<file path="src/hw/rtl/wfm_ram.sv">
// generic simple dual port ram with registered read
module wfm_ram #(
    parameter int WIDTH = 8,
    parameter int DEPTH = 128,
    localparam int AW = $clog2(DEPTH)
) (
    input  logic             aclk,
    input  logic             we,
    input  logic [AW-1:0]    waddr,
    input  logic [WIDTH-1:0] wdata,
    input  logic [AW-1:0]    raddr,
    output logic [WIDTH-1:0] rdata
);

    logic [WIDTH-1:0] mem [0:DEPTH-1];

    // write port and registered read port
    always_ff @(posedge aclk) begin
        if (we) begin
            mem[waddr] <= wdata;
        end
        rdata <= mem[raddr];
    end

endmodule

</file>
<file path="config.mk">
export PLATFORM = sky130hd
export DESIGN_NAME = wfm_ram
export DESIGN_NICKNAME = d
export VERILOG_FILES = /design/src/hw/rtl/wfm_ram.sv
export SDC_FILE = /design/constraint.sdc
export NUM_CORES = 1
export LEC_CHECK = 0
export ABC_AREA = 1
export BUFFER_PORTS_ARGS = -buffer_cell sky130_fd_sc_hd__clkbuf_2
export CORE_ASPECT_RATIO = 0.6
export CORE_UTILIZATION = 40
export CTS_CLUSTER_SIZE = 30
export DETAILED_ROUTE_END_ITERATION = 12
export GPL_ROUTABILITY_DRIVEN = 0
export SYNTH_ARGS = -nofsm -noshare
export SYNTH_HDL_FRONTEND = slang
export SYNTH_SLANG_ARGS = --single-unit
</file>
<file path="constraint.sdc">
create_clock -name aclk -period 1.65 [get_ports aclk]
set_clock_uncertainty 0.15 [all_clocks]
set_input_delay 0.33 -clock aclk [delete_from_list [all_inputs] [get_ports aclk]]
set_output_delay 0.33 -clock aclk [all_outputs]
set_load 0.02 [all_outputs]
</file>
==> impl_metrics.json, run 1 <==
{
  "setup_tns_ps": -112,
  "dr.pass1.iters": 8,
  "synth_edf_count": 1024,
  "synth.most_common_cell": "nand2_1",
  "die_h_um": 253,
  "synth_top_flop_cell": "edfxtp_1",
  "layout-drive-gt1-share_pct": 19.3,
  "ys_ff_latch": 1032,
  "dieArea_sq_um": 107000,
  "cts-root-buf": "clkbuf_16",
  "min_path_type": "in -> reg",
  "fillers": 8998,
  "crit_buf_inv": 1,
  "finalHoldViolations": 0,
  "combPwrFrac_pct": 8.4,
  "switching_share_pct": 23.1,
  "coreArea_sq_um": 103000,
  "clk_path_buf_depth": 3,
  "ys_top_cells_by_area": "edfxtp_1, nand3_1, nand2_1, buf_2, nor2_1",
  "grt_pass1_vias": 27200,
  "worst_pin_slew_ps": 619,
  "cts_tree": "yes",
  "ant_nets": 0,
  "period_minus_slack_ps": 1690,
  "syn_to_final_growth_pct": 21.4,
  "final-setup-viol-count": 7,
  "overflow": 0,
  "start_kind": "register",
  "synth_common_cells": "nand2_1, edfxtp_1, nand3_1",
  "power.density_nw_per_um2": 1080,
  "worstSetupEndpointType": "output pin",
  "routed_wl_um": 126000,
  "drt_iter0_drc": 4366,
  "antenna_found_initial": 4,
  "p_seq_share_pct": 52.5,
  "p_sw_mw": 12.8,
  "die_w_um": 421,
  "cts.sinks": 1032,
  "hpwlAfterDp_um": 81500,
  "vdd_drop_max_uv": 697,
  "violations": "negative setup slack",
  "grt_pass1_wl_um": 184000,
  "netlist_area_sq_um": 42100,
  "num_vias": 29300,
  "n_antenna_cell": 0,
  "via_per_inst": 5.48,
  "nets": 3902,
  "postSynthCellCount": 3575,
  "worstPathCellList": "buf_8",
  "maxCapViolCount": 0,
  "netlist.area_leader.share_pct": 73.0,
  "async_flop_share_pct": 0,
  "cp_slowest_cell": "dfxtp_4",
  "crit_arrival_ps": 1210,
  "relSlewSlack_pct": 58.7,
  "post-route-drc-count": 0,
  "fmax_mhz": 591,
  "initial_core_util_pct": 40.7,
  "grt_max_degree": 64,
  "power_mw": 55.2,
  "grtUsageTotal_pct": 23.6,
  "io_pins": 32,
  "cts_htree_levels": 3,
  "yosys.area.top_type": "edfxtp_1",
  "slew_violations": 0,
  "status": "complete, but fails checks",
  "path_clk_slew_ps": 70,
  "cts_made_buffers": 91,
  "fp-row-count": 91,
  "syn-num-nets": 3599,
  "synthDistinctLibCells": 14,
  "slowest_delay_ps": 400,
  "p_clk_share_pct": 39.2,
  "rsz0062_at_grt": "true",
  "yosysSeqAreaShare_pct": 73.4,
  "yosysWarnings": 0,
  "cp_top_family": "flip-flops",
  "p_int_mw": 42.5,
  "crit_required_ps": 1170,
  "syn_area_per_cell_sq_um": 11.8,
  "finalWorstSetupSlack_ps": -41.0,
  "fin_crit_sh_pct": 102,
  "path_class": "reg -> out",
  "crit_fanout": 1,
  "p_leak_nw": 18.6,
  "io_buffers": 31,
  "post_drt_wl_per_cell_um": 23.6,
  "clock_latency_ps": 690
}
## through the flow
stage,setup slack [ps],hold WS [ps],cells,utilization (%),instance area (sq um)
4_1_cts,-122,6.16,5335,48.6,50300
3_3_place_gp,-903,503,5166,45.3,46900
6_report,-41.0,43.8,5342,49.4,51100
5_1_grt,-82.1,39.3,5342,49.4,51100
2_1_floorplan,-186,279,3575,-,42100
3_5_place_dp,-885,511,5166,45.3,46900
## state kept, by name, summed over array words and instances (netlist names)
name,flops
mem,1024
rdata,8
## final cells by class
class,instances,area (sq um),area share (%)
clock buffer,115,2450,4.80
clock inverter,47,478,0.935
inverter,24,126,0.247
sequential,1032,30900,60.5
timing repair buffer,440,4650,9.09
multi-input combinational,2288,10700,21.0
timing repair inverter,1,11.3,0.0220
tap,1395,1750,3.41
## kinds of logic (layout without fill, tap and decap cells)
logic type             Yosys count  count (layout)  share of synthesized area, %
and+or+nand+nor               2288            2288                          23.2
DFF                           1032            1032                          73.4
buffers and inverters          255             627                          3.40
## per-layer routing
metal  track usage, %  up-vias  wire length [um]  part of all wire, %
met5                0        -                 0                    0
met4             4.49        0              2140                  1.7
met3             5.72      157             14900                   12
met2             31.9     1653             50700                   40
met1             38.0    14300             58300                   46
li1                 -    13200                 -                    -
## placed cells by master, fill, tap and decap left out, types with 17 or more instances in the layout
cell,instances
buf_12,96
buf_4,310
clkbuf_1,20
clkbuf_16,96
clkinv_1,18
edfxtp_1,1024
inv_1,20
nand2_1,1163
nand2_2,45
nand3_1,799
nand3_2,115
nand3_4,17
nor2_1,129
## repair_timing
item,CTS,global route
pin swaps,6,41
setup buffers,0,6
hold endpoints to repair,56,0
resized for setup,86,167
gates cloned,1,1
setup endpoints to repair,16,16
hold buffers,6,0
## power by group through the flow
stage / sequential, mW / combinational [mW] / clock [mW]
finish: 29.0 / 4.62 / 21.6
global route: 29.0 / 4.91 / 22.8
CTS: 29.0 / 4.32 / 21.8
detailed placement: 29.5 / 4.16 / 0
global placement: 29.5 / 4.16 / 0
floorplan: 29.6 / 1.91 / 0
## final timing paths
kind / end / slack, ps / start / cells after the start
worst min-delay path: mem[0][4]$_DFFE_PP_ / 40 / wdata[4] / 2
worst min register to register: rdata[6]$_DFF_P_ / 780 / mem[42][6]$_DFFE_PP_ / 10
worst max register to register: rdata[2]$_DFF_P_ / 0 / mem[25][2]$_DFFE_PP_ / 10
worst max-delay path: rdata[7] / -40 / rdata[7]$_DFF_P_ / 1
Note: power is estimated with default switching activity, not from simulation.
==> inputs of run 2 (changes only) <==
Settings changed: CORE_MARGIN set to 5.
==> run 2 against run 1 <==
Net effect: the flow still finishes with violations (negative setup slack); clock power is essentially flat; non-clock buffer count down 39; die area up 5.1%; core utilization down 1.5 points; critical path type is now reg -> reg.
==> impl_metrics.json, run 2 (synthesized netlist as in run 1, its figures left out) <==
{
  "status": "complete, but fails checks",
  "violations": "negative setup slack",
  "maxCapViolCount": 0,
  "grt_max_degree": 63,
  "finalHoldViolations": 0,
  "path_clk_slew_ps": 70,
  "syn_to_final_growth_pct": 19.2,
  "antenna_found_initial": 3,
  "worstPathCellList": "nand2_1, nand3_1, nand3_1, nand3_1, nand2_2, nand2_1, nand3_1, nand2_1, nand2_1, nand2_1",
  "final_cell_mix": "nand2_1, edfxtp_1, nand3_1",
  "fp-row-count": 92,
  "multi_input_comb_area_sq_um": 10300,
  "dieArea_sq_um": 112000,
  "io_pins": 32,
  "initial_core_util_pct": 40.2,
  "crit_fanout": 1,
  "crit_arrival_ps": 2090,
  "cp.depth": 10,
  "rsz0062_at_grt": "true",
  "crit_buf_inv": 0,
  "max_flop_register": "mem",
  "fmax_mhz": 598,
  "hp-start": "raddr[5]",
  "cts_made_buffers": 91,
  "regArea_sq_um": 30900,
  "slowest_delay_ps": 360,
  "cp_slowest_cell": "edfxtp_1",
  "cts_setup_buffers": 0,
  "coreArea_sq_um": 105000,
  "hpwlAfterDp_um": 77500,
  "r2r_start": "mem[7][0]$_DFFE_PP_",
  "nets": 3862,
  "cts.sinks": 1032,
  "p_clk_share_pct": 39.0,
  "grt_pass1_wl_um": 179000,
  "slew_violations": 0,
  "fin_crit_sh_pct": 101,
  "crit_start": "mem[7][0]$_DFFE_PP_",
  "die_w_um": 429,
  "grt_pass1_vias": 26900,
  "worst_hold_slack_ps": 126,
  "final-setup-viol-count": 3,
  "p_seq_share_pct": 53.1,
  "cpMostUsedCell": "nand2_1",
  "setup_tns_ps": -42.5,
  "placed_area_sq_um": 46500,
  "post-route-drc-count": 0,
  "drt_iter0_drc": 3767,
  "cp_top_family": "simple AND/OR/NAND/NOR gates",
  "clk_path_buf_depth": 3,
  "whs_path_depth": 6,
  "relSlewSlack_pct": 45.2,
  "worst_pin_slew_ps": 822,
  "switching_share_pct": 23.2,
  "p_leak_nw": 18.2,
  "overflow": 0,
  "reg2reg_depth": 10,
  "start_kind": "register",
  "cts_tree": "yes",
  "p_sw_mw": 12.6,
  "vdd_drop_max_uv": 763,
  "cts_htree_levels": 3,
  "p_int_mw": 41.9,
  "crit_required_ps": 2070,
  "cts-root-buf": "clkbuf_16",
  "min_path_type": "in -> reg",
  "stdcell_area_sq_um": 50200,
  "biggestRegsByFlops": "mem: 1024 flops, rdata: 8 flops",
  "ant_nets": 0,
  "grtUsageTotal_pct": 21.3,
  "clock_latency_ps": 680,
  "path_class": "reg -> reg",
  "routed_wl_um": 121000,
  "num_vias": 28600,
  "fillers": 9288,
  "post_drt_wl_per_cell_um": 22.7,
  "period_minus_slack_ps": 1670,
  "largest_register_ffs": 1024,
  "layout-drive-gt1-share_pct": 16.9,
  "worstSetupEndpointType": "register",
  "io_buffers": 31,
  "finalWorstSetupSlack_ps": -22.6,
  "dr.pass1.iters": 6,
  "mostFrequentLayoutCell": "nand2_1",
  "combPwrFrac_pct": 7.9,
  "dp_slack_ps": -643,
  "power.density_nw_per_um2": 1090,
  "die_h_um": 261,
  "via_per_inst": 5.36
}
## run 2: changes by cell type in the layout (fill, tap and decap cells not counted), moves of 8 or more
cell     previous run  this run
buf_12             96        84
buf_4             310       284
nand2_2            45        37
nand3_1           799       853
nand3_2           115        74
nand3_4            17         4
## run 2: through the flow
stage	instances	utilization [%]	power, mW
after floorplan	3575	-	31.5
final	5322	47.9	54.5
after CTS	5319	47.4	54.6
after detailed placement	5146	44.4	33.6
after global routing	5319	47.9	56.3
after global placement	5146	44.4	33.5
## run 2: final timing paths
kind | end | slack, ps
worst min-delay path | rdata[5]$_DFF_P_ | 130
worst max register to register | rdata[0]$_DFF_P_ | -20
worst min register to register | rdata[5]$_DFF_P_ | 760
worst max-delay path | rdata[0]$_DFF_P_ | -20
## run 2: metal layers
layer  global-route usage (%)  wire (um)  vias to the layer above
li1                         -          -                    13100
met1                     33.7      56200                    13900
met2                     29.3      49300                     1360
met3                     5.37      13200                      144
met4                     4.97       2220                        0
met5                        0          0                        -
## run 2: final cells by class
type	instances	share of cell area, %
Clock buffer	114	4.87
Timing Repair Buffer	401	8.24
Inverter	24	0.232
Multi-Input combinational cell	2288	20.6
Tap cell	1410	3.52
Clock inverter	50	0.868
Antenna cell	3	0.0150
Sequential cell	1032	61.6
## run 2: timing repair
action / 4_1_cts / 5_1_grt
endpoints found under the hold margin: 115 / 0
endpoints found under the setup margin: 14 / 16
gates cloned: 0 / 0
resized for setup: 43 / 131
hold buffers: 9 / 0
pin swaps: 1 / 27
## run 2: tightest hold or removal path, cell delays in order
cell and delay (ps):
clkbuf_2 120, buf_4 220, nand3_1 110, nand2_1 50, nand2_1 50, nand2_1 40
## run 2: power groups by stage
stage | logic [mW] | clock network (mW) | registers (mW)
final | 4.31 | 21.3 | 29.0
after global routing | 4.62 | 22.7 | 29.0
after CTS | 4.10 | 21.6 | 29.0
after detailed placement | 4.02 | 0 | 29.5
after global placement | 4.00 | 0 | 29.5
after floorplan | 1.91 | 0 | 29.6
