[src/hw/rtl/wfm_pkg.sv]
// shared types, constants and the sine table of the windowed fft magnitude core
package wfm_pkg;

    // configuration port
    localparam int CFG_INDEX_W = 8;
    localparam logic [CFG_INDEX_W-1:0] REG_FRAME_POINTS = 8'd0;
    localparam logic [CFG_INDEX_W-1:0] REG_WINDOW_KIND  = 8'd1;

    // window kinds
    localparam logic [1:0] WKIND_RECT     = 2'd0;
    localparam logic [1:0] WKIND_HAMMING  = 2'd1;
    localparam logic [1:0] WKIND_HANN     = 2'd2;
    localparam logic [1:0] WKIND_BLACKMAN = 2'd3;

    // window coefficients, q15
    localparam logic signed [15:0] HAMMING_BASE  = 16'sd17695;
    localparam logic signed [15:0] HAMMING_COEF  = 16'sd15073;
    localparam logic signed [15:0] HANN_BASE     = 16'sd16384;
    localparam logic signed [15:0] HANN_COEF     = 16'sd16384;
    localparam logic signed [15:0] BLACKMAN_BASE = 16'sd13763;
    localparam logic signed [15:0] BLACKMAN_COEF = 16'sd2621;
    localparam logic signed [19:0] WEIGHT_MAX    = 20'sd32767;

    // reset value of the size register and the smallest transform size
    localparam logic [15:0] FRAME_POINTS_RESET = 16'd128;
    localparam logic [15:0] MIN_POINTS = 16'd16;

    // quarter sine, 64 steps per quarter turn, q15
    localparam logic [15:0] QSINE [0:64] = '{
        16'd0,     16'd804,   16'd1608,  16'd2410,  16'd3212,  16'd4011,  16'd4808,  16'd5602,
        16'd6393,  16'd7179,  16'd7962,  16'd8739,  16'd9512,  16'd10278, 16'd11039, 16'd11793,
        16'd12539, 16'd13279, 16'd14010, 16'd14732, 16'd15446, 16'd16151, 16'd16846, 16'd17530,
        16'd18204, 16'd18868, 16'd19519, 16'd20159, 16'd20787, 16'd21403, 16'd22005, 16'd22594,
        16'd23170, 16'd23731, 16'd24279, 16'd24811, 16'd25329, 16'd25832, 16'd26319, 16'd26790,
        16'd27245, 16'd27683, 16'd28105, 16'd28510, 16'd28898, 16'd29268, 16'd29621, 16'd29956,
        16'd30273, 16'd30571, 16'd30852, 16'd31113, 16'd31356, 16'd31580, 16'd31785, 16'd31971,
        16'd32137, 16'd32285, 16'd32412, 16'd32521, 16'd32609, 16'd32678, 16'd32728, 16'd32757,
        16'd32767
    };

    // one frame handed from the front to the back
    typedef struct packed {
        logic [3:0] log_n;
        logic [1:0] window;
        logic [7:0] mean;
    } wfm_job_t;

    // back end sequencer
    typedef enum logic [4:0] {
        ST_IDLE,
        ST_W_ADDR,
        ST_W_DATA,
        ST_W_WEIGHT,
        ST_W_PROD,
        ST_W_WRITE,
        ST_B_RDA,
        ST_B_RDB,
        ST_B_LATB,
        ST_B_PROD,
        ST_B_SUM,
        ST_B_WRA,
        ST_B_WRB,
        ST_M_RD,
        ST_M_LAT,
        ST_M_SQ,
        ST_M_ADD,
        ST_M_ROOT,
        ST_M_OUT
    } wfm_state_t;

    // sine over a 256-step turn
    function automatic logic signed [15:0] sin_q15(input logic [7:0] step);
        logic [6:0] q;
        logic [15:0] m;
        if (step <= 8'd64) begin
            q = step[6:0];
        end else if (step <= 8'd128) begin
            q = 7'(8'd128 - step);
        end else if (step <= 8'd192) begin
            q = 7'(step - 8'd128);
        end else begin
            q = 7'(8'd0 - step);
        end
        m = QSINE[q];
        sin_q15 = (step > 8'd128) ? $signed(16'd0 - m) : $signed(m);
    endfunction

    // cosine is the sine a quarter turn on
    function automatic logic signed [15:0] cos_q15(input logic [7:0] step);
        cos_q15 = sin_q15(step + 8'd64);
    endfunction

endpackage

[src/hw/rtl/wfm_front.sv]
// sample collection, configuration registers and frame hand-off
module wfm_front import wfm_pkg::*; #(
    parameter int MAX_POINTS = 128,
    localparam int AW = $clog2(MAX_POINTS)
) (
    input  logic                   aclk,
    input  logic                   aresetn,
    input  logic                   s_tvalid,
    output logic                   s_tready,
    input  logic [7:0]             s_tdata,
    input  logic                   cfg_valid,
    output logic                   cfg_ready,
    input  logic [CFG_INDEX_W-1:0] cfg_index,
    input  logic [15:0]            cfg_data,
    output logic                   samp_we,
    output logic [AW-1:0]          samp_waddr,
    output logic [7:0]             samp_wdata,
    output logic                   job_valid,
    input  logic                   job_ready,
    output wfm_job_t               job_data,
    input  logic                   samples_free
);

    logic [15:0]   frame_points_reg, frame_points_next;
    logic [1:0]    window_kind_reg, window_kind_next;
    logic [AW-1:0] count_reg, count_next;
    logic [AW+7:0] sum_reg, sum_next;
    logic          blocked_reg, blocked_next;

    logic [15:0]   n_eff;
    logic [3:0]    log_n;
    logic [AW:0]   n_val;
    logic [AW+7:0] sum_new;
    logic          accept;
    logic          last;
    logic          cfg_wr;

    // effective transform size and its log
    always_comb begin
        n_eff = frame_points_reg;
        if (n_eff > 16'(MAX_POINTS)) begin
            n_eff = 16'(MAX_POINTS);
        end
        if (n_eff < MIN_POINTS) begin
            n_eff = MIN_POINTS;
        end
        if ((n_eff & (n_eff - 16'd1)) != 16'd0) begin
            n_eff = 16'(MAX_POINTS);
        end
        log_n = 4'd0;
        for (int b = 0; b < 16; b++) begin
            if (n_eff[b]) begin
                log_n = 4'(b);
            end
        end
    end

    assign n_val   = (AW+1)'(1) << log_n;
    assign last    = (count_reg == AW'(n_val - (AW+1)'(1)));
    assign sum_new = sum_reg + (AW+8)'(s_tdata);

    // input handshake, stalled while the back holds the sample store or the job queue is full
    assign s_tready  = !blocked_reg && job_ready;
    assign accept    = s_tvalid && s_tready;
    assign cfg_ready = 1'b1;
    assign cfg_wr    = cfg_valid && cfg_ready;

    assign samp_we    = accept;
    assign samp_waddr = count_reg;
    assign samp_wdata = s_tdata;

    assign job_valid       = accept && last;
    assign job_data.log_n  = log_n;
    assign job_data.window = window_kind_reg;
    assign job_data.mean   = 8'(sum_new >> log_n);

    // register updates
    always_comb begin
        frame_points_next = frame_points_reg;
        window_kind_next  = window_kind_reg;
        count_next        = count_reg;
        sum_next          = sum_reg;
        blocked_next      = blocked_reg;
        if (samples_free) begin
            blocked_next = 1'b0;
        end
        if (cfg_wr) begin
            if (cfg_index == REG_FRAME_POINTS) begin
                frame_points_next = cfg_data;
                count_next        = '0;
                sum_next          = '0;
            end else if (cfg_index == REG_WINDOW_KIND) begin
                window_kind_next = cfg_data[1:0];
            end
        end else if (accept) begin
            if (last) begin
                count_next   = '0;
                sum_next     = '0;
                blocked_next = 1'b1;
            end else begin
                count_next = count_reg + AW'(1);
                sum_next   = sum_new;
            end
        end
    end

    always_ff @(posedge aclk) begin
        if (!aresetn) begin
            frame_points_reg <= FRAME_POINTS_RESET;
            window_kind_reg  <= WKIND_RECT;
            count_reg        <= '0;
            sum_reg          <= '0;
            blocked_reg      <= 1'b0;
        end else begin
            frame_points_reg <= frame_points_next;
            window_kind_reg  <= window_kind_next;
            count_reg        <= count_next;
            sum_reg          <= sum_next;
            blocked_reg      <= blocked_next;
        end
    end

endmodule

[config.mk]
export PLATFORM = sky130hd
export DESIGN_NAME = wfm_front
export DESIGN_NICKNAME = d
export VERILOG_FILES = /design/src/hw/rtl/wfm_pkg.sv /design/src/hw/rtl/wfm_front.sv
export SDC_FILE = /design/constraint.sdc
export NUM_CORES = 1
export LEC_CHECK = 0
export BUFFER_PORTS_ARGS = -buffer_cell sky130_fd_sc_hd__buf_2
export CORE_ASPECT_RATIO = 1.5
export CORE_MARGIN = 3
export CORE_UTILIZATION = 54
export CTS_BUF_LIST = sky130_fd_sc_hd__clkbuf_16
export DETAILED_ROUTE_END_ITERATION = 10
export PLACE_DENSITY = 0.84
export SLEW_MARGIN = 20
export SYNTH_ARGS = -nofsm -noshare
export SYNTH_HDL_FRONTEND = slang
export SYNTH_SLANG_ARGS = --single-unit
[constraint.sdc]
create_clock -name aclk -period 3.58 [get_ports aclk]
set_input_delay 0.179 -clock aclk [delete_from_list [all_inputs] [get_ports aclk]]
set_output_delay 0.179 -clock aclk [all_outputs]
set_load 0.1 [all_outputs]
==> results by group <==
Status
  – Status: completed

Die
  – Starting density of the core: 0.5610
  – Die height: between 90 and 100 um
  – IO Pins: 71
  – Std-Cell Rows: 32
  – Core Area: around 5200 sq um
  – DIE WIDTH: approximately 66 um
  – Die area: roughly 6300 sq um

Yosys
  – Yosys cell types: 68
  – Cell taking the most area after synthesis: dfxtp_1
  – Post-synth top area share: 0.2832
  – Syn_area_per_cell: between 8 and 9 sq um
  – Ys async rst share: 0
  – Synth area leaders: dfxtp_1, mux2i_1, nor2b_1
  – Post-Syn Area: between 2000 and 3000 sq um
  – Syn Inst Count: 347
  – Sequential-to-total area share from yosys stat: 0.2832
  – Register bit total from synthesis: approximately 40
  – Ys Warns: 0
  – Top FF cell, synth: dfxtp_1
  – Number of flops mapped to enable cells by yosys: 0

Worst setup path
  – Critical path, cell by cell: or4_4 > nor4_4 > a21oi_1 > o21a_1 > nor2_4 > mux2_2 > o32a_1 > o21a_1 > a211o_1 > buf_4
  – CP max FO: 5
  – Required time worst endpoint: about 3.4 ns
  – WP buf/inv: 1
  – Critical path capture point type: output port
  – Critical Path Most Common Cell: o21a_1
  – CP arrival: 3.32 ns
  – RR Startpoint: frame_points_reg[0]
  – FF-to-FF path depth: 10
  – CP Class: flop to output port
  – Worst r2r dst: sum_reg[9]
  – Critical path's slowest cell: or4_4
  – CP top delay family: simple AND/OR/NAND/NOR gates
  – Startpoint Class: flop
  – Delay of the slowest critical-path stage: 0.58 ns
  – Origin of the worst setup path: frame_points_reg[0]
  – R2r setup slk: approximately 0.4 ns

GRT
  – Maximum number of pins on one net before global-route repair: 48
  – First-pass GRT wire length: between 10 and 15 mm
  – GR Util met2: 0.3833
  – Initial antenna violation count: 0
  – Tot GR Track Use: 0.2136
  – GRT busiest layer: met2
  – Met3 Use GR: 0.03621
  – Routing usage on met1: 0.2473
  – Number of global-route vias before repair: roughly 2400
  – Grt ovf: 0

Routing
  – DRC violations left: 0
  – Via count: ~2700
  – Initial drt markers: about 180
  – Drt via density: 5.737
  – Post-DRT Antenna Nets: 0
  – WL/cell: ~14 um
  – Pre-Repair DR Iteration Count: 4
  – Routed WL: 6.712 mm

STA
  – Final hold violations: 0
  – Slew @ Worst Pin: 0.6843 ns
  – Clock Skews: about 0.0055 ns
  – Final max-slew violation count: 0
  – Minimum clock period: ~3.5 ns
  – Tcrit/Tclk final: 0.9762
  – Slew HR: 0.5438
  – Fmax: between 200 and 300 MHz
  – Min Hold Slack: 0.1263 ns
  – Setup violators final: 0

CTS
  – CTS Buf Count: 5
  – H-tree depth: 2
  – Longest Clk Path Bufs: 2
  – Reg clk slew, reported paths: 0.05 ns
  – TritonCTS Sinks: 41
  – TritonCTS clock tree: yes
  – Root Driver: clkbuf_16
  – Clk_lat worst skew: around 0.28 ns
  – Post-CTS Hold Fix Bufs: 0

Placed design
  – Inst Count DP: ~460
  – Input/output buffers: 67
  – DP Area: between 3000 and 4000 sq um
  – Dpl hpwl: 4.968 mm
  – GP Congestion: about 0.89

Finish
  – # diodes: 0
  – Area of the multi-input gates: about 1900 sq um
  – Reg area: approximately 800 sq um
  – Area grow syn2layout: 16.93%
  – Final Util: 0.6560
  – Fill cells: 440
  – Max FFs per register: 16
  – Finished Layout Cells: about 470
  – Fin area: between 3000 and 4000 sq um
  – Final net count: approximately 450
  – Layout cell share with drive strength beyond 1: 0.2607

Min path
  – Hold path cells: 3
  – HP Start: cfg_data[7]
  – Hold endpoint: frame_points_reg[7]
  – HP Class: input pin to flop

Job
  – Max-Cap Viols: 0

Power
  – Max VDD drop: 0.2571 mV
  – Leakage: 1.475 nW
  – Power per cell area: about 320 nW/um^2
  – Tot Pwr: about 1.1 mW
-- worst max-delay path by stage --
| stage | end | depth (start not counted) |
|---|---|---|
| after global routing | job_data[4] | 10 |
| final | job_data[4] | 10 |
| after floorplan | job_data[6] | 10 |
| after CTS | job_data[4] | 10 |
| after global placement | job_data[4] | 10 |
| after detailed placement | job_data[4] | 10 |
-- power breakdown --
part	leakage (nW)	switching, mW	internal (mW)
clock	0.0655	0.170	0.249
sequential	0.331	0.00383	0.461
combinational	1.08	0.140	0.0590
-- cell usage after synthesis (5+ instances only) --
cell type,count
nor2_1,19
dfxtp_1,41
buf_4,13
mux2i_1,21
a21oi_1,11
a22oi_1,10
xnor2_1,6
ha_1,10
inv_1,11
clkbuf_1,12
and3_1,6
o21a_1,6
nor2b_1,33
or3_1,5
xor2_1,9
o21ai_0,13
nand2_1,26
nand3_1,14
a31oi_1,5
-- kinds of logic (layout without fill, tap and decap cells) --
group                    Yosys count  count (layout)  synth area share
multiplexers                      25              25           0.08808
other                              2               5          0.002592
AND/OR/NAND/NOR                  134             134            0.2612
XOR/XNOR                          15              15           0.04534
adder cells (fa/ha/maj)           12              12           0.05354
flip-flops                        41              41            0.2832
AO/OA/AOI/OAI                     76              76            0.1930
buffers and inverters             42              91           0.07296
-- metal layers --
metal / vias up / routed length [um] / part of all wire
met5: - / 0 / 0
met4: 0 / 121 / 0.018
met3: 12 / 324 / 0.048
met2: 71 / 3567 / 0.53
met1: 1252 / 2698 / 0.40
li1: 1344 / - / -
-- final cells by class --
cell class | count | share of cell area
Multi-Input combinational cell | 267 | 0.5657
Sequential cell | 41 | 0.2422
Timing Repair Buffer | 73 | 0.1152
Clock buffer | 5 | 0.03693
Tap cell | 68 | 0.02511
Inverter | 12 | 0.01329
Clock inverter | 1 | 0.001477
-- per-stage QoR --
stage | setup TNS [ns] | setup WS, ns
floorplan | -0.4202 | -0.4202
global placement | 0 | 0.3189
detailed placement | 0 | 0.2822
CTS | 0 | 0.02703
global route | -0.04914 | -0.03181
finish | 0 | 0.08536
-- worst reg2reg max path, stage by stage, from the launching register on --
cell,delay (ns)
dfxtp_1,0.34
or4_4,0.58
nor4_4,0.36
a21oi_1,0.12
o21a_1,0.29
or4_4,0.51
nand3_2,0.12
a211oi_4,0.11
buf_4,0.22
a31o_2,0.26
a22o_1,0.18
-- cells in the final DEF (no fill, tap or decap), drive strengths merged, types with 3 or more instances in the layout --
cell type / n
nor2: 20
nor3: 4
a22oi: 10
conb: 5
nand3: 15
xnor2: 6
o22ai: 3
mux2: 4
xor2: 9
inv: 12
or2: 3
clkbuf: 7
ha: 10
nor4: 3
a21oi: 11
nand2: 26
or4: 5
mux2i: 21
and3: 6
nor2b: 33
o21a: 6
buf: 71
a31oi: 5
dfxtp: 41
and2: 3
or3: 5
o21ai: 13
-- what timing repair did --
item / CTS / global route
setup endpoints to repair: 4 / 6
hold endpoints to repair: 0 / 0
resized for setup: 1 / 8
buffers inserted: 0 / 0
No activity file was read; power rests on OpenSTA's default activity.
