$ cat src/hw/rtl/wfm_pkg.sv
// shared types, constants and the sine table of the windowed fft magnitude core
package wfm_pkg;

    // configuration port
    localparam int CFG_INDEX_W = 8;
    localparam logic [CFG_INDEX_W-1:0] REG_FRAME_POINTS = 8'd0;
    localparam logic [CFG_INDEX_W-1:0] REG_WINDOW_KIND  = 8'd1;

    // window kinds
    localparam logic [1:0] WKIND_RECT     = 2'd0;
    localparam logic [1:0] WKIND_HAMMING  = 2'd1;
    localparam logic [1:0] WKIND_HANN     = 2'd2;
    localparam logic [1:0] WKIND_BLACKMAN = 2'd3;

    // window coefficients, q15
    localparam logic signed [15:0] HAMMING_BASE  = 16'sd17695;
    localparam logic signed [15:0] HAMMING_COEF  = 16'sd15073;
    localparam logic signed [15:0] HANN_BASE     = 16'sd16384;
    localparam logic signed [15:0] HANN_COEF     = 16'sd16384;
    localparam logic signed [15:0] BLACKMAN_BASE = 16'sd13763;
    localparam logic signed [15:0] BLACKMAN_COEF = 16'sd2621;
    localparam logic signed [19:0] WEIGHT_MAX    = 20'sd32767;

    // reset value of the size register and the smallest transform size
    localparam logic [15:0] FRAME_POINTS_RESET = 16'd128;
    localparam logic [15:0] MIN_POINTS = 16'd16;

    // quarter sine, 64 steps per quarter turn, q15
    localparam logic [15:0] QSINE [0:64] = '{
        16'd0,     16'd804,   16'd1608,  16'd2410,  16'd3212,  16'd4011,  16'd4808,  16'd5602,
        16'd6393,  16'd7179,  16'd7962,  16'd8739,  16'd9512,  16'd10278, 16'd11039, 16'd11793,
        16'd12539, 16'd13279, 16'd14010, 16'd14732, 16'd15446, 16'd16151, 16'd16846, 16'd17530,
        16'd18204, 16'd18868, 16'd19519, 16'd20159, 16'd20787, 16'd21403, 16'd22005, 16'd22594,
        16'd23170, 16'd23731, 16'd24279, 16'd24811, 16'd25329, 16'd25832, 16'd26319, 16'd26790,
        16'd27245, 16'd27683, 16'd28105, 16'd28510, 16'd28898, 16'd29268, 16'd29621, 16'd29956,
        16'd30273, 16'd30571, 16'd30852, 16'd31113, 16'd31356, 16'd31580, 16'd31785, 16'd31971,
        16'd32137, 16'd32285, 16'd32412, 16'd32521, 16'd32609, 16'd32678, 16'd32728, 16'd32757,
        16'd32767
    };

    // one frame handed from the front to the back
    typedef struct packed {
        logic [3:0] log_n;
        logic [1:0] window;
        logic [7:0] mean;
    } wfm_job_t;

    // back end sequencer
    typedef enum logic [4:0] {
        ST_IDLE,
        ST_W_ADDR,
        ST_W_DATA,
        ST_W_WEIGHT,
        ST_W_PROD,
        ST_W_WRITE,
        ST_B_RDA,
        ST_B_RDB,
        ST_B_LATB,
        ST_B_PROD,
        ST_B_SUM,
        ST_B_WRA,
        ST_B_WRB,
        ST_M_RD,
        ST_M_LAT,
        ST_M_SQ,
        ST_M_ADD,
        ST_M_ROOT,
        ST_M_OUT
    } wfm_state_t;

    // sine over a 256-step turn
    function automatic logic signed [15:0] sin_q15(input logic [7:0] step);
        logic [6:0] q;
        logic [15:0] m;
        if (step <= 8'd64) begin
            q = step[6:0];
        end else if (step <= 8'd128) begin
            q = 7'(8'd128 - step);
        end else if (step <= 8'd192) begin
            q = 7'(step - 8'd128);
        end else begin
            q = 7'(8'd0 - step);
        end
        m = QSINE[q];
        sin_q15 = (step > 8'd128) ? $signed(16'd0 - m) : $signed(m);
    endfunction

    // cosine is the sine a quarter turn on
    function automatic logic signed [15:0] cos_q15(input logic [7:0] step);
        cos_q15 = sin_q15(step + 8'd64);
    endfunction

endpackage

$ cat src/hw/rtl/wfm_queue.sv
// two-entry frame job queue between front and back
module wfm_queue import wfm_pkg::*; (
    input  logic     aclk,
    input  logic     aresetn,
    input  logic     push_valid,
    output logic     push_ready,
    input  wfm_job_t push_data,
    output logic     pop_valid,
    input  logic     pop_ready,
    output wfm_job_t pop_data
);

    wfm_job_t   entry_reg [0:1];
    logic       wr_ptr_reg, wr_ptr_next;
    logic       rd_ptr_reg, rd_ptr_next;
    logic [1:0] fill_reg, fill_next;
    logic       push, pop;

    assign push_ready = (fill_reg != 2'd2);
    assign pop_valid  = (fill_reg != 2'd0);
    assign pop_data   = entry_reg[rd_ptr_reg];
    assign push       = push_valid && push_ready;
    assign pop        = pop_valid && pop_ready;

    // pointer and fill bookkeeping
    always_comb begin
        wr_ptr_next = push ? !wr_ptr_reg : wr_ptr_reg;
        rd_ptr_next = pop ? !rd_ptr_reg : rd_ptr_reg;
        fill_next   = fill_reg + 2'(push) - 2'(pop);
    end

    always_ff @(posedge aclk) begin
        if (!aresetn) begin
            wr_ptr_reg <= 1'b0;
            rd_ptr_reg <= 1'b0;
            fill_reg   <= 2'd0;
        end else begin
            wr_ptr_reg <= wr_ptr_next;
            rd_ptr_reg <= rd_ptr_next;
            fill_reg   <= fill_next;
        end
    end

    // entry storage
    always_ff @(posedge aclk) begin
        if (push) begin
            entry_reg[wr_ptr_reg] <= push_data;
        end
    end

endmodule

$ cat config.mk
export PLATFORM = sky130hd
export DESIGN_NAME = wfm_queue
export DESIGN_NICKNAME = d
export VERILOG_FILES = /design/src/hw/rtl/wfm_pkg.sv /design/src/hw/rtl/wfm_queue.sv
export SDC_FILE = /design/constraint.sdc
export NUM_CORES = 1
export LEC_CHECK = 0
export ABC_CLOCK_PERIOD_IN_PS = 1800
export BUFFER_PORTS_ARGS = -buffer_cell sky130_fd_sc_hd__clkbuf_2
export CORE_UTILIZATION = 35
export DETAILED_ROUTE_END_ITERATION = 8
export PLACE_DENSITY = 0.67
export SKIP_CTS_REPAIR_TIMING = 1
export SLEW_MARGIN = 10
export SYNTH_ARGS = -nofsm -noshare
export SYNTH_HDL_FRONTEND = slang
export SYNTH_SLANG_ARGS = --single-unit
$ cat constraint.sdc
create_clock -name aclk -period 1.8 [get_ports aclk]
set_clock_uncertainty 0.1 [all_clocks]
set_input_delay 0.18 -clock aclk [delete_from_list [all_inputs] [get_ports aclk]]
set_output_delay 0.18 -clock aclk [all_outputs]
set_load 0.02 [all_outputs]
==> flow_summary_export.csv, run 1 <==
group,metric,value,unit
sta,finalSetupViolCount,0,
power,switching_share,0.307,
routing,dr_total_vias,802,
floorplan,core_area,0.00342,sq mm
floorplan,die_w,62.4,microns
layout,ff_latch_area,942,sq um
clock_tree,clk_latency,0.33,ns
sta,hold_violations,0,
floorplan,row_count,21,
power,leakagePower,0.697,nW
clock_tree,path_clk_slew,0.09,ns
floorplan,die_h,62.4,microns
outcome,status,"completed",
power,seq_power_share,0.512,
routing,first_iter_violations,7,
layout,fill_cells,304,
layout,utilization,0.509,
power,finalPower,1.90,mW
layout,area.growth.synth_to_final,36.3,%
sta,max_freq,612,MHz
synthesis,yosys_warnings,0,
synthesis,netlist_area,0.00128,sq mm
placed_design,portBuffers,33,
clock_tree,numClockSinks,33,
placed_design,place_congestion,0.594,
power,switchingPower,0.582,mW
sta,worst_pin_slew,0.336,ns
grt,first_global_vias,766,
synthesis,synth.distinct_cells,24,
synthesis,ys.flop_type,"edfxtp_1",
floorplan,io-pin-count,34,
layout,drive_gt1_frac,0.368,
power,clkPwrFrac,0.196,
synthesis,synth_edf_count,28,
routing,wl_per_cell,12.6,microns
floorplan,initial_utilization,0.374,
clock_tree,clk_path_buf_depth,2,
power,combPwrFrac,0.292,
synthesis,synth-seq-cells,33,
clock_tree,htree_levels,2,
clock_tree,cts_tree,"built",
synthesis,synth_most_common_cell,"edfxtp_1",
synthesis,syn-num-nets,92,
clock_tree,numCtsBuffers,5,
sta,fin_crit_sh,0.908,
synthesis,synth_largest_area_cell,"edfxtp_1",
power,peakVddDrop,0.571,mV
placed_design,post-dp-hpwl,1.54,mm
grt,globalRouteOverflowTotal,0,
worst_hold_path,min_path_type,"in -> reg",
placed_design,dp.cells,156,
sta,post-route-min-period,1.63,ns
sta,maxSlewViolCount,0,
floorplan,dieArea,0.00389,sq mm
layout,diodes,0,
routing,drc,0,
grt,antenna_found_initial,0,
routing,routed_wl,2.25,mm
sta,relSlewSlack,0.773,
routing,ant_nets,0,
synthesis,async_flop_share,0,
critical_path,required,1.92,ns
layout,multiInputGateArea,329,sq um
synthesis,synth_area_leaders,"edfxtp_1 66%, mux2_1 12%, dfxtp_1 7.8%",
critical_path,crit_type,"reg -> reg",
power,internal-power,1.32,mW
sta,hold_slack,0.140,ns
layout,largest_reg_flops,28,
grt,grt_pass1_wl,3.43,mm
grt,grt_max_degree,15,
critical_path,critPathMaxFanout,7,
critical_path,arrival,1.76,ns
critical_path,worst_setup_path_end_kind,"register",
synthesis,ys_seq_area_frac,0.737,
layout,instances_no_fill,179,
sta,rsz0062_at_grt,"no",
synthesis,syn_area_per_cell,17.5,sq um
grt,groute.usage.overall,0.125,
synthesis,synth_top_area_frac,0.659,
routing,first_pass_iters,3,
routing,vias_per_cell,4.48,
clock_tree,cts_root_buffer,"clkbuf_4",
power,power.density,1090,mW/mm^2
sta,finalSetupTns,0,ns
synthesis,ys_top_cells_by_count,"28 x edfxtp_1, 14 x mux2_1, 5 x dfxtp_1",
layout,finalNetCount,151,
flow_run,cap_violations,0,
critical_path,worstSetupStartpointType,"register",
synthesis,synthCells,73,
==> stage by stage <==
stage          setup WS (ns)  cell area (sq um)
3_3_place_gp           0.205               1530
4_1_cts              -0.0134               1580
5_1_grt               0.0788               1740
6_report               0.166               1740
3_5_place_dp         0.00247               1530
2_1_floorplan          0.178               1280
==> critical path, cell delays in order, from the launching register on <==
cell	delay [ns]
dfxtp_2	0.40
nor2b_2	0.22
o21ba_1	0.15
nor2_1	0.05
ha_1	0.21
nor4_2	0.32
nor3_2	0.08
==> cells in the final DEF (no fill, tap or decap), types with 2 or more instances in the layout <==
cell,instances
mux2_1,14
dlygate4sd3_1,15
inv_1,2
nor2_1,4
clkbuf_4,5
and3_1,2
clkinv_1,2
dfxtp_1,4
clkbuf_2,33
edfxtp_1,28
buf_4,5
==> layer usage <==
metal  wire length, microns  GRT usage  part of all wire  up-vias
met1                    893      0.128              0.40      376
met2                   1180      0.209              0.52       25
met3                    119     0.0547             0.053        6
met4                     59     0.0785             0.026        0
met5                      0          0                 0        -
li1                       -          -                 -      395
==> logic make-up (layout without fill, tap and decap cells) <==
| group | count (synthesis) | in the layout | synth area share |
|---|---|---|---|
| buf+inv | 3 | 63 | 0.0118 |
| flops | 33 | 33 | 0.737 |
| xor+xnor | 1 | 1 | 0.00686 |
| fa+ha+maj | 1 | 1 | 0.00980 |
| mux | 14 | 14 | 0.124 |
| simple gates | 15 | 15 | 0.0765 |
| compound gates | 6 | 6 | 0.0343 |
==> power by group through the flow <==
stage | combinational [mW] | clock (mW) | sequential [mW]
3_3_place_gp | 0.513 | 0 | 0.981
3_5_place_dp | 0.528 | 0 | 0.989
5_1_grt | 0.594 | 0.426 | 0.982
4_1_cts | 0.531 | 0.393 | 0.973
2_1_floorplan | 0.342 | 0 | 0.983
6_report | 0.554 | 0.371 | 0.972
==> layout make-up <==
type	instances	share of cell area
Sequential cell	33	0.542
Timing Repair Buffer	53	0.203
Multi-Input combinational cell	37	0.189
Tap cell	46	0.0331
Clock buffer	5	0.0216
Clock inverter	3	0.00719
Inverter	2	0.00432
==> worst paths after layout <==
check | start | depth (start not counted) | slack [ns] | endpoint
max reg2reg | fill_reg[1] | 6 | 0.17 | fill_reg[1]
min | push_valid | 3 | 0.14 | wr_ptr_reg
max | fill_reg[1] | 6 | 0.17 | fill_reg[1]
min reg2reg | rd_ptr_reg | 2 | 0.42 | rd_ptr_reg
Note: power is estimated with default switching activity, not from simulation.
==> run 2, diff against run 1 <==
Settings changed: REMOVE_ABC_BUFFERS set to 1.
==> run 2 against run 1 <==
Compared with the run above:
- die area stayed put
- hold slack improved by 0.0021 ns
- sequential power is 0.8% higher
- final cell count decreased by 0.56%
- sequential share of layout area is 0.072 points lower
- clock power decreased by 6.2%
- clock-buffer cell count increased by 1
- sequential cell count stayed put
- core utilization did not move
- largest cell class unchanged
- highest routed layer unchanged
==> flow_summary_export.csv, run 2 (synthesis gave the netlist of run 1 again) <==
group,metric,value,unit
floorplan,core_area,0.00342,sq mm
placed_design,portBuffers,33,
grt,grt_pass1_wl,3.40,mm
routing,drc,0,
sta,finalSetupViolCount,0,
routing,routed_wl,2.10,mm
sta,hold_violations,0,
routing,ant_nets,0,
routing,dr_total_vias,807,
power,power.density,1080,mW/mm^2
floorplan,die_w,62.4,microns
grt,grt_max_degree,12,
clock_tree,cts_root_buffer,"clkbuf_4",
power,leakagePower,0.694,nW
clock_tree,htree_levels,2,
power,peakVddDrop,0.589,mV
floorplan,initial_utilization,0.374,
layout,multiInputGateArea,323,sq um
placed_design,post-dp-hpwl,1.52,mm
floorplan,row_count,21,
sta,max_freq,585,MHz
placed_design,place_congestion,0.592,
clock_tree,clk_path_buf_depth,2,
critical_path,worst_setup_path_end_kind,"output port",
clock_tree,path_clk_slew,0.08,ns
floorplan,die_h,62.4,microns
clock_tree,clk_latency,0.31,ns
layout,diodes,0,
routing,wl_per_cell,11.8,microns
layout,instances_no_fill,178,
routing,first_pass_iters,4,
clock_tree,numCtsBuffers,5,
layout,drive_gt1_frac,0.348,
sta,hold_slack,0.142,ns
grt,antenna_found_initial,0,
critical_path,worstSetupStartpointType,"register",
clock_tree,numClockSinks,33,
floorplan,dieArea,0.00389,sq mm
routing,first_iter_violations,18,
layout,final_common_cell,"clkbuf_2",
critical_path,arrival,1.43,ns
critical_path,required,1.52,ns
clock_tree,cts_tree,"built",
layout,mostFrequentLayoutCells,"33 x clkbuf_2, 28 x edfxtp_1, 15 x dlygate4sd3_1",
layout,area.growth.synth_to_final,36.3,%
grt,globalRouteOverflowTotal,0,
layout,fill_cells,309,
sta,finalSetupTns,0,ns
layout,largest_reg_flops,28,
critical_path,crit_type,"reg -> out",
sta,worst_pin_slew,0.302,ns
floorplan,io-pin-count,34,
routing,vias_per_cell,4.53,
sta,rsz0062_at_grt,"no",
grt,first_global_vias,777,
sta,maxSlewViolCount,0,
outcome,status,"completed",
worst_hold_path,min_path_type,"in -> reg",
placed_design,dp.cells,156,
sta,relSlewSlack,0.796,
layout,finalNetCount,151,
layout,ff_latch_area,941,sq um
flow_run,cap_violations,0,
critical_path,critPathMaxFanout,11,
sta,post-route-min-period,1.71,ns
sta,fin_crit_sh,0.950,
grt,groute.usage.overall,0.117,
-- run 2: cell types whose count changed in the layout (fill, tap and decap cells not counted) --
cell      before  now
clkinv_2       1    0
clkbuf_1       0    1
nor4_1         0    1
dfxtp_2        1    0
dfxtp_1        4    5
clkinv_1       2    1
buf_4          5    4
nor4_2         1    0
buf_12         0    1
-- run 2: area by class of cell --
type | count | share of cell area
timing repair buffer | 53 | 0.210
sequential | 33 | 0.541
inverter | 2 | 0.00432
clock inverter | 1 | 0.00216
tap | 46 | 0.0331
clock buffer | 6 | 0.0237
multi-input combinational | 37 | 0.186
-- run 2: routing by layer --
| metal | routed length, microns | GRT usage | vias up |
|---|---|---|---|
| met1 | 866 | 0.126 | 384 |
| met2 | 1100 | 0.202 | 27 |
| met5 | 0 | 0 | - |
| li1 | - | - | 394 |
| met3 | 122 | 0.0511 | 2 |
| met4 | 19 | 0.0436 | 0 |
-- run 2: path summary, 6_finish.rpt --
| kind | start | to | slack [ns] | cells after the start |
|---|---|---|---|---|
| worst max register to register | fill_reg[1] | fill_reg[1] | 0.10 | 6 |
| worst min register to register | rd_ptr_reg | register | 0.43 | 2 |
| worst min-delay path | push_valid | wr_ptr_reg | 0.14 | 3 |
| worst max-delay path | register | pop_data[5] | 0.09 | 3 |
-- run 2: critical path, stage by stage, from the launching register on --
cell and delay, ns:
dfxtp_1 0.45, buf_12 0.18, mux2_1 0.33, clkbuf_2 0.16
-- run 2: metrics by stage --
step	power [mW]	utilization	worst slack, ns	instance area, sq um
global route	1.98	0.509	0.000922	1740
floorplan	1.32	-	0.178	1270
finish	1.88	0.509	0.0907	1740
global placement	1.50	0.451	0.205	1540
detailed placement	1.53	0.451	0.0835	1540
CTS	1.88	0.464	0.0590	1590
-- run 2: power by group --
part           internal, mW  switching [mW]
Sequential            0.930          0.0504
Clock                 0.142           0.206
Combinational         0.251           0.297
